## config.mk

```make
export PLATFORM = sky130hd
export DESIGN_NAME = multi_waveform_phase_synth_top
export DESIGN_NICKNAME = d
export VERILOG_FILES = /design/src/sv/mwps_pkg.sv /design/src/sv/multi_waveform_phase_synth_top.sv /design/src/sv/mwps_front.sv /design/src/sv/mwps_fifo.sv /design/src/sv/mwps_back.sv
export SDC_FILE = /design/constraint.sdc
export NUM_CORES = 1
export LEC_CHECK = 0
export ABC_AREA = 0
export BUFFER_PORTS_ARGS = -buffer_cell sky130_fd_sc_hd__buf_2
export CAP_MARGIN = 30
export CORE_MARGIN = 3
export CORE_UTILIZATION = 35
export CTS_CLUSTER_SIZE = 40
export DETAILED_ROUTE_END_ITERATION = 7
export GPL_ROUTABILITY_DRIVEN = 0
export PLACE_DENSITY_LB_ADDON = 0.1
export SYNTH_ARGS = -nofsm -noshare
export SYNTH_HDL_FRONTEND = slang
export SYNTH_SLANG_ARGS = --single-unit
```

## constraint.sdc

```tcl
create_clock -name clk -period 10 [get_ports clk]
set_input_delay 1 -clock clk [delete_from_list [all_inputs] [get_ports clk]]
set_output_delay 1 -clock clk [all_outputs]
set_load 0.05 [all_outputs]
```

## src/sv/mwps_pkg.sv

```systemverilog
`default_nettype none
// ----------------------------------------------------------------------------
// mwps_pkg - shared types and constants for the phase synthesiser
// Phase and sample widths, queue geometry, configuration register indexes and
// the quarter-wave sine magnitude tables, built at elaboration.
// ----------------------------------------------------------------------------
package mwps_pkg;

  localparam int PHASE_W         = 32;
  localparam int SAMPLE_W        = 8;
  localparam int SINE_INDEX_BITS = 10;
  localparam int SINE_QB         = SINE_INDEX_BITS - 2;
  localparam int SINE_QUARTER    = 1 << SINE_QB;
  localparam int SINE_MAG_W      = 7;

  localparam int FIFO_DEPTH = 4;
  localparam int FIFO_AW    = $clog2(FIFO_DEPTH);

  localparam int CFG_IDX_W  = 8;
  localparam int CFG_DATA_W = 32;
  localparam logic [CFG_IDX_W-1:0] CFG_PHASE_STEP  = CFG_IDX_W'(0);
  localparam logic [CFG_IDX_W-1:0] CFG_WAVE_SELECT = CFG_IDX_W'(1);

  localparam logic [PHASE_W-1:0] PHASE_STEP_RESET = 32'd28633115;
  localparam logic [PHASE_W-1:0] PHASE_HALF       = 32'h8000_0000;

  typedef enum logic [1:0] {
    WAVE_SAW,
    WAVE_SINE,
    WAVE_SQUARE,
    WAVE_TRIANGLE
  } wave_t;

  localparam wave_t WAVE_RESET = WAVE_SINE;

  typedef struct packed {
    logic [PHASE_W-1:0] phase;
    wave_t              wave;
  } item_t;

  typedef struct packed {
    logic full;
    logic empty;
  } fifo_stat_t;

  // Q62 fixed point helpers, elaboration only
  localparam logic [63:0] Q62_ONE     = 64'd1 << 62;
  localparam logic [63:0] HALF_PI_Q62 = 64'h6487_ED51_10B4_611A;
  localparam logic [63:0] QB_MASK     = (64'd1 << SINE_QB) - 64'd1;

  function automatic logic [63:0] mul_q62(input logic [63:0] a, input logic [63:0] b);
    logic [63:0] al, ah, bl, bh, ll, lh, hl, hh, mid, lo, hi;
    al  = {32'd0, a[31:0]};
    ah  = {32'd0, a[63:32]};
    bl  = {32'd0, b[31:0]};
    bh  = {32'd0, b[63:32]};
    ll  = al * bl;
    lh  = al * bh;
    hl  = ah * bl;
    hh  = ah * bh;
    mid = (ll >> 32) + {32'd0, lh[31:0]} + {32'd0, hl[31:0]};
    lo  = {mid[31:0], ll[31:0]};
    hi  = hh + (lh >> 32) + (hl >> 32) + (mid >> 32);
    return (hi << 2) | (lo >> 62);
  endfunction

  // Taylor series; divisors are (2n)(2n+1)
  function automatic logic [63:0] sin_q62(input logic [63:0] x);
    logic [63:0] x2, term, sum, p;
    x2   = mul_q62(x, x);
    term = x;
    sum  = x;
    for (int n = 1; n < 20; n++) begin
      p = mul_q62(term, x2);
      case (n)
        1:       term = p / 64'd6;
        2:       term = p / 64'd20;
        3:       term = p / 64'd42;
        4:       term = p / 64'd72;
        5:       term = p / 64'd110;
        6:       term = p / 64'd156;
        7:       term = p / 64'd210;
        8:       term = p / 64'd272;
        9:       term = p / 64'd342;
        10:      term = p / 64'd420;
        11:      term = p / 64'd506;
        12:      term = p / 64'd600;
        13:      term = p / 64'd702;
        14:      term = p / 64'd812;
        15:      term = p / 64'd930;
        16:      term = p / 64'd1056;
        17:      term = p / 64'd1190;
        18:      term = p / 64'd1332;
        default: term = p / 64'd1482;
      endcase
      if (n[0]) sum = sum - term;
      else      sum = sum + term;
    end
    return sum;
  endfunction

  // Magnitude of 127*sin for quarter-wave step k (0 <= k < quarter)
  function automatic logic [SINE_MAG_W-1:0] sine_mag(input int unsigned k, input bit up);
    logic [63:0] x, s, m, lo_mag, hi_mag;
    x = (HALF_PI_Q62 >> SINE_QB) * 64'(k) + (((HALF_PI_Q62 & QB_MASK) * 64'(k)) >> SINE_QB);
    s = sin_q62(x);
    if (s > Q62_ONE) s = Q62_ONE;
    m      = 64'd127 * (s >> 6);
    lo_mag = m >> 56;
    hi_mag = (m + ((64'd1 << 56) - 64'd1)) >> 56;
    if (k == 0) return '0;
    return up ? SINE_MAG_W'(hi_mag) : SINE_MAG_W'(lo_mag);
  endfunction

  typedef logic [SINE_MAG_W-1:0] sine_lut_t [SINE_QUARTER];

  function automatic sine_lut_t build_sine_lut(input bit up);
    sine_lut_t t;
    for (int k = 0; k < SINE_QUARTER; k++) t[k] = sine_mag(k, up);
    return t;
  endfunction

  // floor for the upper half-wave, ceiling for the lower one
  localparam sine_lut_t SINE_FLOOR_LUT = build_sine_lut(1'b0);
  localparam sine_lut_t SINE_CEIL_LUT  = build_sine_lut(1'b1);

endpackage
`default_nettype wire

```

## src/sv/multi_waveform_phase_synth_top.sv

```systemverilog
`default_nettype none
// ----------------------------------------------------------------------------
// multi_waveform_phase_synth_top - DDS function generator
// An accepted request is written into the four-entry work queue and moves on
// into the result register once that is free; it is popped from there.
// Throughput: one request and one sample per clock while the queue is not
// full and samples are popped; set by the phase adder and waveform stage.
// Reset (synchronous, rst_n low): phase zero, step 28633115, sine selected,
// queue and result register empty.
// ----------------------------------------------------------------------------
module multi_waveform_phase_synth_top import mwps_pkg::*; (
  input  wire logic                  clk,
  input  wire logic                  rst_n,
  input  wire logic                  in_push,
  output logic                       in_full,
  input  wire logic                  in_tick,
  output logic                       out_empty,
  input  wire logic                  out_pop,
  output logic [SAMPLE_W-1:0]        out_sample,
  input  wire logic                  cfg_valid,
  output logic                       cfg_ready,
  input  wire logic [CFG_IDX_W-1:0]  cfg_index,
  input  wire logic [CFG_DATA_W-1:0] cfg_data
);

  item_t      wr_item, rd_item;
  fifo_stat_t q_stat;
  logic       q_push, q_pop;

  assign cfg_ready = 1'b1;
  assign in_full   = q_stat.full;

  mwps_front u_front (
    .clk       (clk),
    .rst_n     (rst_n),
    .cfg_we    (cfg_valid & cfg_ready),
    .cfg_index (cfg_index),
    .cfg_data  (cfg_data),
    .in_push   (in_push),
    .in_tick   (in_tick),
    .q_full    (q_stat.full),
    .q_push    (q_push),
    .q_item    (wr_item)
  );

  mwps_fifo u_fifo (
    .clk     (clk),
    .rst_n   (rst_n),
    .push    (q_push),
    .wr_item (wr_item),
    .pop     (q_pop),
    .rd_item (rd_item),
    .stat    (q_stat)
  );

  mwps_back u_back (
    .clk        (clk),
    .rst_n      (rst_n),
    .q_item     (rd_item),
    .q_stat     (q_stat),
    .q_pop      (q_pop),
    .out_pop    (out_pop),
    .out_empty  (out_empty),
    .out_sample (out_sample)
  );

  // back end drains the queue whenever the result register is free
  a_full_needs_result: assert property (@(posedge clk) disable iff (!rst_n)
    in_full |-> !out_empty)
    else $error("queue full while result register empty");

  a_request_reaches_output: assert property (@(posedge clk) disable iff (!rst_n)
    (in_push && !in_full) |-> ##2 !out_empty)
    else $error("accepted request produced no result");

  a_pop_only_from_queue: assert property (@(posedge clk) disable iff (!rst_n)
    q_pop |-> !q_stat.empty)
    else $error("work queue popped while empty");

endmodule
`default_nettype wire

```

## src/sv/mwps_front.sv

```systemverilog
`default_nettype none
// ----------------------------------------------------------------------------
// mwps_front - configuration and phase accumulator
// Holds the step and waveform registers, advances the phase on each accepted
// request with in_tick high and hands phase plus waveform to the work queue.
// ----------------------------------------------------------------------------
module mwps_front import mwps_pkg::*; (
  input  wire logic                  clk,
  input  wire logic                  rst_n,
  input  wire logic                  cfg_we,
  input  wire logic [CFG_IDX_W-1:0]  cfg_index,
  input  wire logic [CFG_DATA_W-1:0] cfg_data,
  input  wire logic                  in_push,
  input  wire logic                  in_tick,
  input  wire logic                  q_full,
  output logic                       q_push,
  output item_t                      q_item
);

  logic [PHASE_W-1:0] phase_acc_r, phase_acc_nxt;
  logic [PHASE_W-1:0] phase_step_r, phase_step_nxt;
  wave_t              wave_r, wave_nxt;
  logic [PHASE_W-1:0] phase_sum;

  assign q_push    = in_push & ~q_full;
  assign phase_sum = phase_acc_r + (in_tick ? phase_step_r : '0);

  always_comb begin
    q_item.phase = phase_sum;
    q_item.wave  = wave_r;
  end

  always_comb begin
    phase_acc_nxt = q_push ? phase_sum : phase_acc_r;
  end

  always_comb begin
    phase_step_nxt = phase_step_r;
    wave_nxt       = wave_r;
    if (cfg_we) begin
      case (cfg_index)
        CFG_PHASE_STEP:  phase_step_nxt = cfg_data[PHASE_W-1:0];
        CFG_WAVE_SELECT: wave_nxt       = wave_t'(cfg_data[1:0]);
        default: ;
      endcase
    end
  end

  always_ff @(posedge clk) begin
    if (!rst_n) begin
      phase_acc_r  <= '0;
      phase_step_r <= PHASE_STEP_RESET;
      wave_r       <= WAVE_RESET;
    end else begin
      phase_acc_r  <= phase_acc_nxt;
      phase_step_r <= phase_step_nxt;
      wave_r       <= wave_nxt;
    end
  end

endmodule
`default_nettype wire

```

## src/sv/mwps_fifo.sv

```systemverilog
`default_nettype none
// ----------------------------------------------------------------------------
// mwps_fifo - short work queue between front and back
// Four entries of phase and waveform, first in first out.
// ----------------------------------------------------------------------------
module mwps_fifo import mwps_pkg::*; (
  input  wire logic  clk,
  input  wire logic  rst_n,
  input  wire logic  push,
  input  item_t      wr_item,
  input  wire logic  pop,
  output item_t      rd_item,
  output fifo_stat_t stat
);

  item_t              mem_r [FIFO_DEPTH];
  logic [FIFO_AW-1:0] wr_ptr_r, wr_ptr_nxt;
  logic [FIFO_AW-1:0] rd_ptr_r, rd_ptr_nxt;
  logic [FIFO_AW:0]   count_r, count_nxt;
  logic               do_push, do_pop;

  assign stat.full  = (count_r == (FIFO_AW+1)'(FIFO_DEPTH));
  assign stat.empty = (count_r == '0);
  assign do_push    = push & ~stat.full;
  assign do_pop     = pop & ~stat.empty;
  assign rd_item    = mem_r[rd_ptr_r];

  always_comb begin
    wr_ptr_nxt = do_push ? wr_ptr_r + FIFO_AW'(1) : wr_ptr_r;
    rd_ptr_nxt = do_pop  ? rd_ptr_r + FIFO_AW'(1) : rd_ptr_r;
    count_nxt  = count_r + (FIFO_AW+1)'(do_push) - (FIFO_AW+1)'(do_pop);
  end

  always_ff @(posedge clk) begin
    if (do_push) mem_r[wr_ptr_r] <= wr_item;
  end

  always_ff @(posedge clk) begin
    if (!rst_n) begin
      wr_ptr_r <= '0;
      rd_ptr_r <= '0;
      count_r  <= '0;
    end else begin
      wr_ptr_r <= wr_ptr_nxt;
      rd_ptr_r <= rd_ptr_nxt;
      count_r  <= count_nxt;
    end
  end

endmodule
`default_nettype wire

```

## src/sv/mwps_back.sv

```systemverilog
`default_nettype none
// ----------------------------------------------------------------------------
// mwps_back - waveform generator and result register
// Turns a queued phase into an 8-bit sample of the chosen waveform and holds
// it on the result ports until popped.
// ----------------------------------------------------------------------------
module mwps_back import mwps_pkg::*; (
  input  wire logic                clk,
  input  wire logic                rst_n,
  input  item_t                    q_item,
  input  fifo_stat_t               q_stat,
  output logic                     q_pop,
  input  wire logic                out_pop,
  output logic                     out_empty,
  output logic [SAMPLE_W-1:0]      out_sample
);

  logic                       valid_r, valid_nxt;
  logic [SAMPLE_W-1:0]        sample_r, sample_nxt;

  logic [PHASE_W+7:0]         saw_prod, tri_prod;
  logic [PHASE_W-1:0]         tri_dist;
  logic [SINE_INDEX_BITS-1:0] sine_idx;
  logic [1:0]                 quad;
  logic [SINE_QB-1:0]         sine_r, sine_k;
  logic                       at_peak;
  logic [SINE_MAG_W-1:0]      mag_lo, mag_hi;
  logic [SAMPLE_W-1:0]        sine_val;

  assign q_pop = ~q_stat.empty & (~valid_r | out_pop);

  // saw and triangle: scale by 255 and keep the top byte
  assign saw_prod = (PHASE_W+8)'(q_item.phase) * (PHASE_W+8)'(255);
  assign tri_dist = q_item.phase[PHASE_W-1] ? q_item.phase - PHASE_HALF
                                            : PHASE_HALF - q_item.phase;
  assign tri_prod = (PHASE_W+8)'(tri_dist) * (PHASE_W+8)'(255);

  // sine: quarter-wave table, mirrored in odd quadrants, negated in the lower half
  assign sine_idx = q_item.phase[PHASE_W-1 -: SINE_INDEX_BITS];
  assign quad     = sine_idx[SINE_INDEX_BITS-1 -: 2];
  assign sine_r   = sine_idx[SINE_QB-1:0];
  assign sine_k   = quad[0] ? SINE_QB'(~sine_r + SINE_QB'(1)) : sine_r;
  assign at_peak  = quad[0] & (sine_r == '0);
  assign mag_lo   = at_peak ? SINE_MAG_W'(127) : SINE_FLOOR_LUT[sine_k];
  assign mag_hi   = at_peak ? SINE_MAG_W'(127) : SINE_CEIL_LUT[sine_k];
  assign sine_val = quad[1] ? SAMPLE_W'(128) - {1'b0, mag_hi}
                            : SAMPLE_W'(128) + {1'b0, mag_lo};

  always_comb begin
    case (q_item.wave)
      WAVE_SAW:      sample_nxt = saw_prod[PHASE_W +: SAMPLE_W];
      WAVE_SINE:     sample_nxt = sine_val;
      WAVE_SQUARE:   sample_nxt = {SAMPLE_W{q_item.phase[PHASE_W-1]}};
      WAVE_TRIANGLE: sample_nxt = tri_prod[PHASE_W-1 +: SAMPLE_W];
      default:       sample_nxt = '0;
    endcase
  end

  assign valid_nxt = q_pop | (valid_r & ~out_pop);

  always_ff @(posedge clk) begin
    if (!rst_n) valid_r <= 1'b0;
    else        valid_r <= valid_nxt;
  end

  always_ff @(posedge clk) begin
    if (q_pop) sample_r <= sample_nxt;
  end

  assign out_empty  = ~valid_r;
  assign out_sample = sample_r;

endmodule
`default_nettype wire

```

-- Yosys cells after proc, flatten, opt, wreduce, memory -nomap -nowiden
Memory sizes are Yosys's and may differ from the RTL's. A register that Yosys moved wholly into a read port is not among the register bits.
Index checks and enable logic that the tools add are counted.
- $add $sub $neg: 10
- multiply operators: 2
- order comparisons: 1
- equal/unequal tests: 5
- muxes and demuxes: 15
- bitwise gates (word level): 14
- reduce and logical (&&, ||, !) cells: 6
- operator list (kind ; number):
    $mux 32 ; 2
    $mux 7 ; 6
    $mul 32x8->40 const B ; 1
    $mul 32x8->39 const B ; 1
    $add 32x32->32 ; 1
    $pmux 8 s4 ; 1
    $sub 32x32->32 const A ; 1
    $sub 32x32->32 const B ; 1
    $logic_not 8->1 ; 2
    $mux 8 ; 2
    $ge 9x9->1 const B ; 1
    $not 8->9 ; 1
    $add 8x1->8 const B ; 1
    $add 8x7->8 const A ; 1
    $eq 8x1->1 const B ; 1
    $not 8->8 ; 1
    $sub 8x7->8 const A ; 1
    $and 1x1->1 ; 6
    $add 2x1->2 const B ; 2
    $eq 2x2->1 const B ; 2
    $mux 2 ; 2
    $not 1->1 ; 4
    $reduce_and 2->1 ; 2
    $add 3x1->3 ; 1
    other kinds (7) ; 9
- flip-flop bits (word level): 82
- bits in writable memories: 136
- bits in read-only memories: 3584
- output and inout bits: 11
- word-level logic and storage cells: 64
- memories kept: 3
- memories (memory ; depth ; width ; read ports ; clocked after Yosys merged registers in ; write ports ; RTL line ; source):
    (no name shown) ; 256 ; 7 ; 1 ; 0 ; 0 ; mwps_back.sv:44 ; assign mag_lo = at_peak ? SINE_MAG_W'(127) : SINE_FLOOR_LUT[sine_k];
    (no name shown) ; 256 ; 7 ; 1 ; 0 ; 0 ; mwps_back.sv:45 ; assign mag_hi = at_peak ? SINE_MAG_W'(127) : SINE_CEIL_LUT[sine_k];
    u_fifo.mem_r ; 4 ; 34 ; 1 ; 1 ; 1 ; mwps_fifo.sv:16 ; item_t mem_r [FIFO_DEPTH];

-- Depth between registers and ports, before layout
Gate-level depths: netlist of the first run.
- word-level depth: 11
- depth in mapped cells: 36
- mapped depth without buffers: 32

-- Hierarchy
A second synthesis of the first run with hierarchy kept.
- cell total of the unflattened synthesis: 2546
- area, all modules: 24986.5 sq um
- by module, submodules not included (module ; times used ; cells an instance ; area an instance (sq um) ; sequential area each (sq um)):
    mwps_back ; 1 ; 1745 ; 15041.9 ; 260.2
    mwps_fifo ; 1 ; 229 ; 5440.2 ; 4264.1
    mwps_front ; 1 ; 570 ; 4493.1 ; 1321.3
    multi_waveform_phase_synth_top ; 1 ; 2 ; 11.3 ; 0.0

-- Worst setup path before layout of the first run
No wires, ideal clock.
- path type: register -> register
- start: reg (tool-made name)
- end: reg u_back.sample_r[6], in the netlist u_back.out_sample[6] (data pin)
- arrival: 9236 ps
- required time: 9741 ps
- path slack: 505 ps
- cell stages (with the launch flop): 35
- buffers on the path: 4
- clock period less this slack: 9495 ps
- cells stage by stage: dfxtp_1 > buf_6 > buf_1 > buf_2 > clkbuf_1 > mux4_2 > inv_1 > ha_1 > and4_1 > and3_1 > and4_1 > and3_1 > and3_1 > nor2_1 > xnor2_1 > inv_1 > fa_1 > fa_1 > inv_1 > fa_1 > inv_1 > fa_1 > inv_1 > ha_1 > and4_1 > a221o_1 > a31oi_1 > o21ai_0 > a221oi_1 > a211oi_1 > a31o_2 > or3_1 > nand3_1 > a21oi_1 > a211o_1
- RTL lines (what ; RTL line ; source):
    to (signal assigned) ; mwps_back.sv:67 ; if (q_pop) sample_r <= sample_nxt;
    to (decl) ; mwps_back.sv:19 ; logic [SAMPLE_W-1:0] sample_r, sample_nxt;

==> flow_summary.json, run 1 <==
{
  "status": "finished, final reports clean",
  "grt_pass1_vias": 18400,
  "routedWlPerCell_um": 18.3,
  "yosysUniqueCellTypes": 92,
  "synth_seq_area_share": 0.243,
  "grt_max_degree": 64,
  "vias": 17400,
  "cts.clk_slew.worst_paths_ns": 0.06,
  "wirelength_met1_um": 29300,
  "synth_edf_count": 144,
  "post_cts_buffers": 0,
  "topRoutingLayerUsed": "met4",
  "layout.cells.non_filler": 3379,
  "synth_compound_area_frac": 0.132,
  "clk_path_buf_depth": 3,
  "diodes": 0,
  "die_h_um": 268,
  "grt_util_all_layers": 0.175,
  "final_hold_viol_count": 0,
  "wirelength_um": 61800,
  "netlist_area_mm2": 0.0240,
  "finalSetupViolations": 0,
  "drtIter0Drc": 1298,
  "rows": 95,
  "worst_pin_slew_ns": 0.981,
  "cts-resized-gates": 0,
  "io_pins": 57,
  "fmax_ghz": 0.110,
  "drv_slew": 0,
  "cts_root_buf": "clkbuf_16",
  "die_area_mm2": 0.0718,
  "cp_num_buf_inv": 5,
  "first_pass_iters": 6,
  "crit_family": "adder cells",
  "period_share": 0.911,
  "synthCells": 2471,
  "clock-sinks": 220,
  "finClkSkew_ns": 0.0232,
  "drive_above_1_share": 0.0806,
  "h-tree-depth": 1,
  "synth_xor_area_frac": 0.0491,
  "wl_met3_um": 2580,
  "required_ns": 10.28,
  "ys_seq_elements": 220,
  "syn_area_per_cell_um2": 9.72,
  "cts_buffers": 22,
  "yosysWarnings": 0,
  "drc_errors": 0,
  "start_util": 0.356,
  "ant_nets": 0,
  "synth_nets": 3001,
  "finalSetupTns_ns": 0,
  "die_x_um": 268,
  "ctsHoldBuffers": 0,
  "crit_path_start_kind": "register",
  "crit_fanout": 19,
  "min_path_type": "register to register",
  "max-slew-margin-rel": 0.339,
  "rsz0062_at_grt": "false",
  "end_kind": "register",
  "tritoncts": "yes",
  "dp_cells": 3341,
  "n_fill_cell": 6737,
  "grt_pass1_wl_um": 101000,
  "synthSimpleGateAreaFrac": 0.107,
  "core_mm2": 0.0675,
  "cp_common_cell": "fa_1",
  "synthFlopType": "edfxtp_1",
  "slowest_delay_ns": 0.81,
  "wl_met2_um": 28800,
  "dpl.hpwl_um": 48700,
  "clkLatencyLatePin_ns": 0.55,
  "yosys.area_share.adder": 0.338,
  "io_buffers": 55,
  "stdcell_area_mm2": 0.0259,
  "vias_per_cell": 5.16,
  "period_minus_slack_ns": 9.11,
  "synth_top_family_by_area": "adder cells",
  "grt_overflow": 0,
  "async_reset_ff_frac": 0,
  "area_delta_synth_final_pct": 7.81,
  "antenna_found_initial": 0,
  "max-cap-violations": 0,
  "arrival_ns": 9.39,
  "path_class": "register to register",
  "synth.mux.area_fraction": 0.0412,
  "dpl_cell_area_mm2": 0.0252,
  "crit_slowest_cell": "mux4_2",
  "nNetsFinal": 3022
}
-- final timing paths --
check                          startpoint                       to  slack (ns)  depth (start not counted)
setup / recovery                 register     u_back.out_sample[6]        0.89                         26
hold / removal    u_front.phase_step_r[9]  u_front.phase_step_r[9]        0.45                          2
hold reg to reg   u_front.phase_step_r[9]  u_front.phase_step_r[9]        0.45                          2
setup reg to reg                 register     u_back.out_sample[6]        0.89                         26
-- area by class of cell --
| type | count | area [um2] | area share |
|---|---|---|---|
| sequential | 220 | 5850 | 0.226 |
| timing repair buffer | 85 | 508 | 0.0196 |
| multi-input combinational | 1700 | 16000 | 0.619 |
| clock inverter | 11 | 108 | 0.00416 |
| tap | 873 | 1090 | 0.0422 |
| inverter | 463 | 1740 | 0.0672 |
| clock buffer | 27 | 569 | 0.0220 |
-- metrics by stage --
| stage | hold slack [ns] | util | setup slack (ns) |
|---|---|---|---|
| 4_1_cts | 0.453 | 0.383 | 0.758 |
| 5_1_grt | 0.476 | 0.383 | 0.236 |
| 6_report | 0.451 | 0.383 | 0.890 |
| 2_1_floorplan | 0.432 | - | 0.505 |
| 3_5_place_dp | 0.444 | 0.373 | 0.801 |
| 3_3_place_gp | 0.443 | 0.373 | 1.11 |
-- registers in the layout, summed over array words and instances (netlist names), named ones only --
| name | cells |
|---|---|
| u_front.phase_acc_r | 32 |
| u_fifo.wr_ptr_r | 2 |
| u_fifo.mem_r | 136 |
| u_fifo.count_r | 3 |
| u_front.wave_r | 2 |
| u_back.valid_r | 1 |
| u_fifo.rd_ptr_r | 2 |
| u_front.phase_step_r | 32 |
| u_back.out_sample | 8 |
-- routing by layer --
| metal | vias to the layer above | track usage |
|---|---|---|
| li1 | 8347 | - |
| met1 | 8593 | 0.244 |
| met2 | 427 | 0.296 |
| met3 | 71 | 0.0192 |
| met4 | 0 | 0.0352 |
| met5 | - | 0 |
-- logic make-up (layout without fill, tap and decap cells) --
kind of cell             after synthesis  count (layout)
AO/OA/AOI/OAI                        494             494
multiplexers                          58              58
flip-flops                           220             220
other                                  1               1
buffers and inverters                551             586
AND/OR/NAND/NOR                      528             528
adder cells (fa/ha/maj)              488             488
XOR/XNOR                             131             131
-- cell usage after synthesis (all sizes together) (11+ instances only) --
master | n | area, um2
and3 | 14 | 92.6
o211ai | 17 | 128
nand2 | 194 | 747
nor3 | 42 | 210
a31oi | 22 | 138
a211oi | 23 | 178
a21o | 25 | 188
dfxtp | 76 | 1520
ha | 215 | 2690
nor2b | 11 | 68.8
o21a | 14 | 105
o21ai | 92 | 464
mux2i | 20 | 200
xor2 | 24 | 210
fa | 269 | 5390
o31ai | 11 | 110
inv | 461 | 1730
and2 | 39 | 244
edfxtp | 144 | 4320
buf | 44 | 249
mux4 | 32 | 721
nand4 | 18 | 113
nand2b | 12 | 75.1
xnor2 | 106 | 947
o22ai | 14 | 87.6
nor2 | 89 | 339
nand3 | 56 | 280
or2 | 15 | 93.8
clkbuf | 44 | 165
a21oi | 184 | 932
-- worst reg2reg max path: stages (launching register included) --
cell	delay, ns
dfxtp_2	0.61
buf_4	0.40
mux4_2	0.83
inv_1	0.46
ha_1	0.52
and3_1	0.30
a21oi_1	0.10
xnor2_1	0.48
fa_1	0.58
fa_1	0.53
fa_1	0.57
inv_1	0.06
fa_1	0.53
inv_1	0.04
ha_1	0.32
and4_1	0.22
a221o_1	0.30
a31oi_1	0.13
o21ai_0	0.18
a221oi_1	0.37
buf_4	0.20
a211oi_1	0.11
a31o_2	0.29
or3_1	0.31
nand3_1	0.10
a21oi_1	0.08
a211o_1	0.26
-- cells in the final DEF, fill, tap and decap left out, types with 42 or more instances in the layout --
cell,instances
nor2_1,86
o21ai_0,86
inv_1,456
nor3_1,42
a21oi_1,181
buf_2,55
xnor2_1,104
edfxtp_1,144
dfxtp_1,74
ha_1,215
nand2_1,192
fa_1,269
nand3_1,56
Power of run 1 is left out: the tool's default activity adds up to more than one toggle a clock period on the data nets, which glitch-free logic cannot reach.
==> run 2, diff against run 1 <==
- CTS_BUF_LIST: default -> sky130_fd_sc_hd__clkbuf_8
==> run 2 against run 1 <==
  * Final cell count is 0.80% higher
  * Via count is 0.13% lower
  * Worst hold slack worse by 0.0019 ns
  * Routed wire length is 0.50% higher
  * Non-clock buffer count stayed put
  * Critical path type unchanged
  * Critical endpoint unchanged
  * Highest routed layer unchanged
==> flow_summary.json, run 2 (synthesis results as in run 1) <==
{
  "status": "finished, final reports clean",
  "finalSetupViolations": 0,
  "drive_above_1_share": 0.0877,
  "grt_pass1_wl_um": 101000,
  "reg2reg_depth": 26,
  "final_hold_viol_count": 0,
  "holdPathStages": 2,
  "arrival_ns": 9.40,
  "clkLatencyLatePin_ns": 0.56,
  "die_area_mm2": 0.0718,
  "largest_reg_flops": 136,
  "rows": 95,
  "ant_nets": 0,
  "area_delta_synth_final_pct": 7.83,
  "io_pins": 57,
  "vias_per_cell": 5.11,
  "cts_root_buf": "clkbuf_8",
  "postLayoutCoreUtil": 0.384,
  "end_kind": "register",
  "die_x_um": 268,
  "h-tree-depth": 2,
  "core_mm2": 0.0675,
  "stdcell_area_mm2": 0.0259,
  "wirelength_um": 62100,
  "first_pass_iters": 5,
  "grt_pass1_vias": 18600,
  "worst_pin_slew_ns": 0.953,
  "drtIter0Drc": 1325,
  "crit_fanout": 19,
  "antenna_found_initial": 1,
  "path_class": "register to register",
  "drv_slew": 0,
  "die_h_um": 268,
  "ctsHoldBuffers": 0,
  "drc_errors": 0,
  "period_share": 0.912,
  "io_buffers": 55,
  "grt_util_all_layers": 0.176,
  "post_cts_buffers": 0,
  "fmax_ghz": 0.110,
  "crit_path_start_kind": "register",
  "max-cap-violations": 0,
  "rsz0062_at_grt": "false",
  "dpl_cell_area_mm2": 0.0252,
  "tritoncts": "yes",
  "nNetsFinal": 3036,
  "finalSetupTns_ns": 0,
  "cts_buffers": 36,
  "regMostFlops": "u_fifo.mem_r",
  "start_util": 0.356,
  "cts.clk_slew.worst_paths_ns": 0.06,
  "grt_overflow": 0,
  "grt_max_degree": 64,
  "clk_path_buf_depth": 3,
  "min_path_type": "register to register",
  "final_common_cell": "inv_1",
  "clock-sinks": 220,
  "reg_top3": "u_fifo.mem_r: 136 flops, u_front.phase_acc_r: 32 flops, u_front.phase_step_r: 32 flops",
  "required_ns": 10.28,
  "routedWlPerCell_um": 18.2,
  "mostFrequentLayoutCells": "inv_1 (466), fa_1 (269), ha_1 (215), nand2_1 (192), a21oi_1 (181)",
  "max-slew-margin-rel": 0.358,
  "cts-resized-gates": 0,
  "vias": 17400,
  "period_minus_slack_ns": 9.12,
  "finClkSkew_ns": 0.0352,
  "dpl.hpwl_um": 48700
}
## run 2: changes by cell type in the layout (fill, tap and decap cells not counted), moves of 2 or more
| cell | delta |
|---|---|
| clkbuf_8 | +40 |
| clkinv_2 | +3 |
| clkbuf_1 | -5 |
| inv_1 | +10 |
| clkbuf_16 | -22 |
| clkinvlp_2 | -2 |
## run 2: cell type report
| type | instances | area (um2) |
|---|---|---|
| inverter | 463 | 1740 |
| multi-input combinational | 1700 | 16000 |
| fill | 6745 | 41600 |
| tap | 873 | 1090 |
| antenna | 1 | 2.50 |
| timing repair buffer | 85 | 508 |
| sequential | 220 | 5850 |
| clock buffer | 40 | 551 |
| clock inverter | 24 | 129 |
## run 2: worst paths after layout
| path | end | startpoint | slack, ns |
|---|---|---|---|
| setup / recovery | u_back.out_sample[6] | register | 0.88 |
| hold / removal | u_front.phase_step_r[8] | u_front.phase_step_r[8] | 0.45 |
| setup reg to reg | u_back.out_sample[6] | register | 0.88 |
| hold reg to reg | u_front.phase_step_r[8] | u_front.phase_step_r[8] | 0.45 |
## run 2: critical path, stage by stage (launching register included)
cell and delay [ns]:
dfxtp_2 0.61, buf_4 0.39, mux4_2 0.81, inv_1 0.45
ha_1 0.52, and3_1 0.30, a21oi_1 0.10, xnor2_1 0.48
fa_1 0.57, fa_1 0.53, fa_1 0.57, inv_1 0.06
fa_1 0.53, inv_1 0.04, ha_1 0.32, and4_1 0.22
a221o_1 0.30, a31oi_1 0.13, o21ai_0 0.18, a221oi_1 0.37
buf_4 0.20, a211oi_1 0.11, a31o_2 0.29, or3_1 0.31
nand3_1 0.10, a21oi_1 0.08, a211o_1 0.26
## run 2: layer usage
layer | share of wire | vias to the layer above | global-route usage
met5 | 0 | - | 0
met4 | 0.018 | 0 | 0.0380
met3 | 0.040 | 79 | 0.0204
met2 | 0.47 | 394 | 0.297
met1 | 0.47 | 8549 | 0.243
li1 | - | 8394 | -
## run 2: metrics by stage
step / instances / hold WS, ns / setup slack [ns]
finish: 3406 / 0.450 / 0.885
global route: 3406 / 0.475 / 0.242
CTS: 3405 / 0.452 / 0.768
detailed placement: 3341 / 0.444 / 0.801
global placement: 3339 / 0.443 / 1.11
floorplan: 2471 / 0.432 / 0.505
Power of run 2 is left out for the same reason.
==> run 3, diff against run 2 <==
- CORE_UTILIZATION: 35 -> 25
==> run 3 against run 2 <==
  * Fmax grew 0.45%
  * Via count grew 0.32%
  * First-iteration DRC count shrank 19%
  * Routed wire length grew 8.2%
  * Flip-flop and latch count is the same
  * Register-to-register slack gained 0.04 ns
==> flow_summary.json, run 3 (synthesis results as in run 1) <==
{
  "max-slew-margin-rel": 0.353,
  "io_pins": 57,
  "drv_slew": 0,
  "crit_fanout": 28,
  "die_h_um": 316,
  "arrival_ns": 9.39,
  "drive_above_1_share": 0.0951,
  "area_delta_synth_final_pct": 10.9,
  "reg_top3": "u_fifo.mem_r: 136 flops, u_front.phase_acc_r: 32 flops, u_front.phase_step_r: 32 flops",
  "final_common_cell": "inv_1",
  "first_pass_iters": 6,
  "max-cap-violations": 0,
  "grt_max_degree": 64,
  "cts_root_buf": "clkbuf_8",
  "rsz0062_at_grt": "false",
  "path_class": "register to register",
  "clkLatencyLatePin_ns": 0.57,
  "finalSetupViolations": 0,
  "ctsHoldBuffers": 0,
  "mostFrequentLayoutCells": "inv_1 (464), fa_1 (269), ha_1 (215), nand2_1 (192), a21oi_1 (181)",
  "cts.clk_slew.worst_paths_ns": 0.06,
  "nNetsFinal": 3047,
  "routedWlPerCell_um": 17.6,
  "finClkSkew_ns": 0.0243,
  "reg2reg_depth": 27,
  "h-tree-depth": 2,
  "clock-sinks": 220,
  "regMostFlops": "u_fifo.mem_r",
  "worst_pin_slew_ns": 0.963,
  "status": "finished, final reports clean",
  "cts_buffers": 38,
  "die_x_um": 316,
  "ant_nets": 0,
  "antenna_found_initial": 1,
  "layout.cells.non_filler": 3812,
  "start_util": 0.252,
  "core_mm2": 0.0952,
  "io_buffers": 55,
  "grt_pass1_wl_um": 108000,
  "wirelength_um": 67100,
  "finalSetupTns_ns": 0,
  "end_kind": "register",
  "rows": 113,
  "drtIter0Drc": 1073,
  "rr_endpoint": "u_back.out_sample[6]",
  "vias": 17500,
  "grt_pass1_vias": 18500,
  "grt_overflow": 0,
  "vias_per_cell": 4.58,
  "drc_errors": 0,
  "grt_util_all_layers": 0.136,
  "tritoncts": "yes",
  "cts-resized-gates": 0,
  "reg2reg_slack_ns": 0.93,
  "crit_end": "u_back.out_sample[6]",
  "die_area_mm2": 0.0998,
  "fmax_ghz": 0.110,
  "holdPathStages": 2,
  "clk_path_buf_depth": 3,
  "required_ns": 10.32,
  "dpl.hpwl_um": 53100,
  "dp_cells": 3742,
  "final_hold_viol_count": 0,
  "largest_reg_flops": 136,
  "period_share": 0.907,
  "crit_path_start_kind": "register",
  "period_minus_slack_ns": 9.07,
  "post_cts_buffers": 0,
  "min_path_type": "register to register"
}
[run 3: changes by cell type in the layout (fill, tap and decap cells not counted), sizes merged]
| cell | before | now |
|---|---|---|
| clkinv | 10 | 14 |
| clkbuf | 40 | 41 |
| buf | 85 | 94 |
| bufinv | 0 | 4 |
| inv | 475 | 471 |
[run 3: metal layers]
layer / vias to the layer above / wire, um / share of wire / track usage
met2: 353 / 30700 / 0.46 / 0.221
li1: 8412 / - / - / -
met3: 75 / 2750 / 0.041 / 0.0190
met1: 8631 / 32100 / 0.48 / 0.192
met4: 0 / 1520 / 0.023 / 0.0331
met5: - / 0 / 0 / 0
[run 3: worst min path at each step]
stage | from | end | slack (ns)
floorplan | u_front.phase_step_r[10] | u_front.phase_step_r[10] | 0.43
global placement | u_front.phase_acc_r[0] | u_front.phase_acc_r[0] | 0.45
detailed placement | u_front.phase_step_r[19] | u_front.phase_step_r[19] | 0.44
CTS | u_front.phase_step_r[19] | u_front.phase_step_r[19] | 0.45
global route | u_front.phase_step_r[5] | u_front.phase_step_r[5] | 0.47
finish | u_front.phase_step_r[19] | u_front.phase_step_r[19] | 0.45
[run 3: cell type report]
type | count | area, um2
clock buffers | 41 | 564
fillers | 10100 | 68500
diodes | 1 | 2.50
repair buffers | 94 | 613
well taps | 1265 | 1580
flip-flops and latches | 220 | 5850
inverters | 463 | 1740
multi-input cells | 1700 | 16000
clock inverters | 28 | 255
[run 3: through the flow]
step | instance area (um2) | setup slack, ns | hold WS [ns] | util
floorplan | 24000 | 0.505 | 0.432 | -
global placement | 25700 | 0.714 | 0.447 | 0.270
detailed placement | 25800 | 0.701 | 0.442 | 0.271
CTS | 26600 | 0.695 | 0.452 | 0.280
global route | 26600 | 0.124 | 0.471 | 0.280
finish | 26600 | 0.925 | 0.449 | 0.280
[run 3: critical path, stage by stage (launching register included)]
cell and delay, ns:
dfxtp_2 0.61, buf_4 0.52, mux4_2 0.56, buf_4 0.24
inv_1 0.38, ha_1 0.50, and3_1 0.34, a21oi_1 0.11
xnor2_1 0.45, fa_1 0.57, fa_1 0.52, fa_1 0.54
inv_1 0.06, fa_1 0.52, inv_1 0.04, ha_1 0.31
and4_1 0.21, a221o_1 0.29, a31oi_1 0.12, o21ai_0 0.16
a221oi_1 0.39, buf_4 0.20, a211oi_1 0.10, a31o_2 0.29
or3_1 0.32, nand3_1 0.10, a21oi_1 0.08, a211o_1 0.24
Power of run 3 is left out for the same reason.
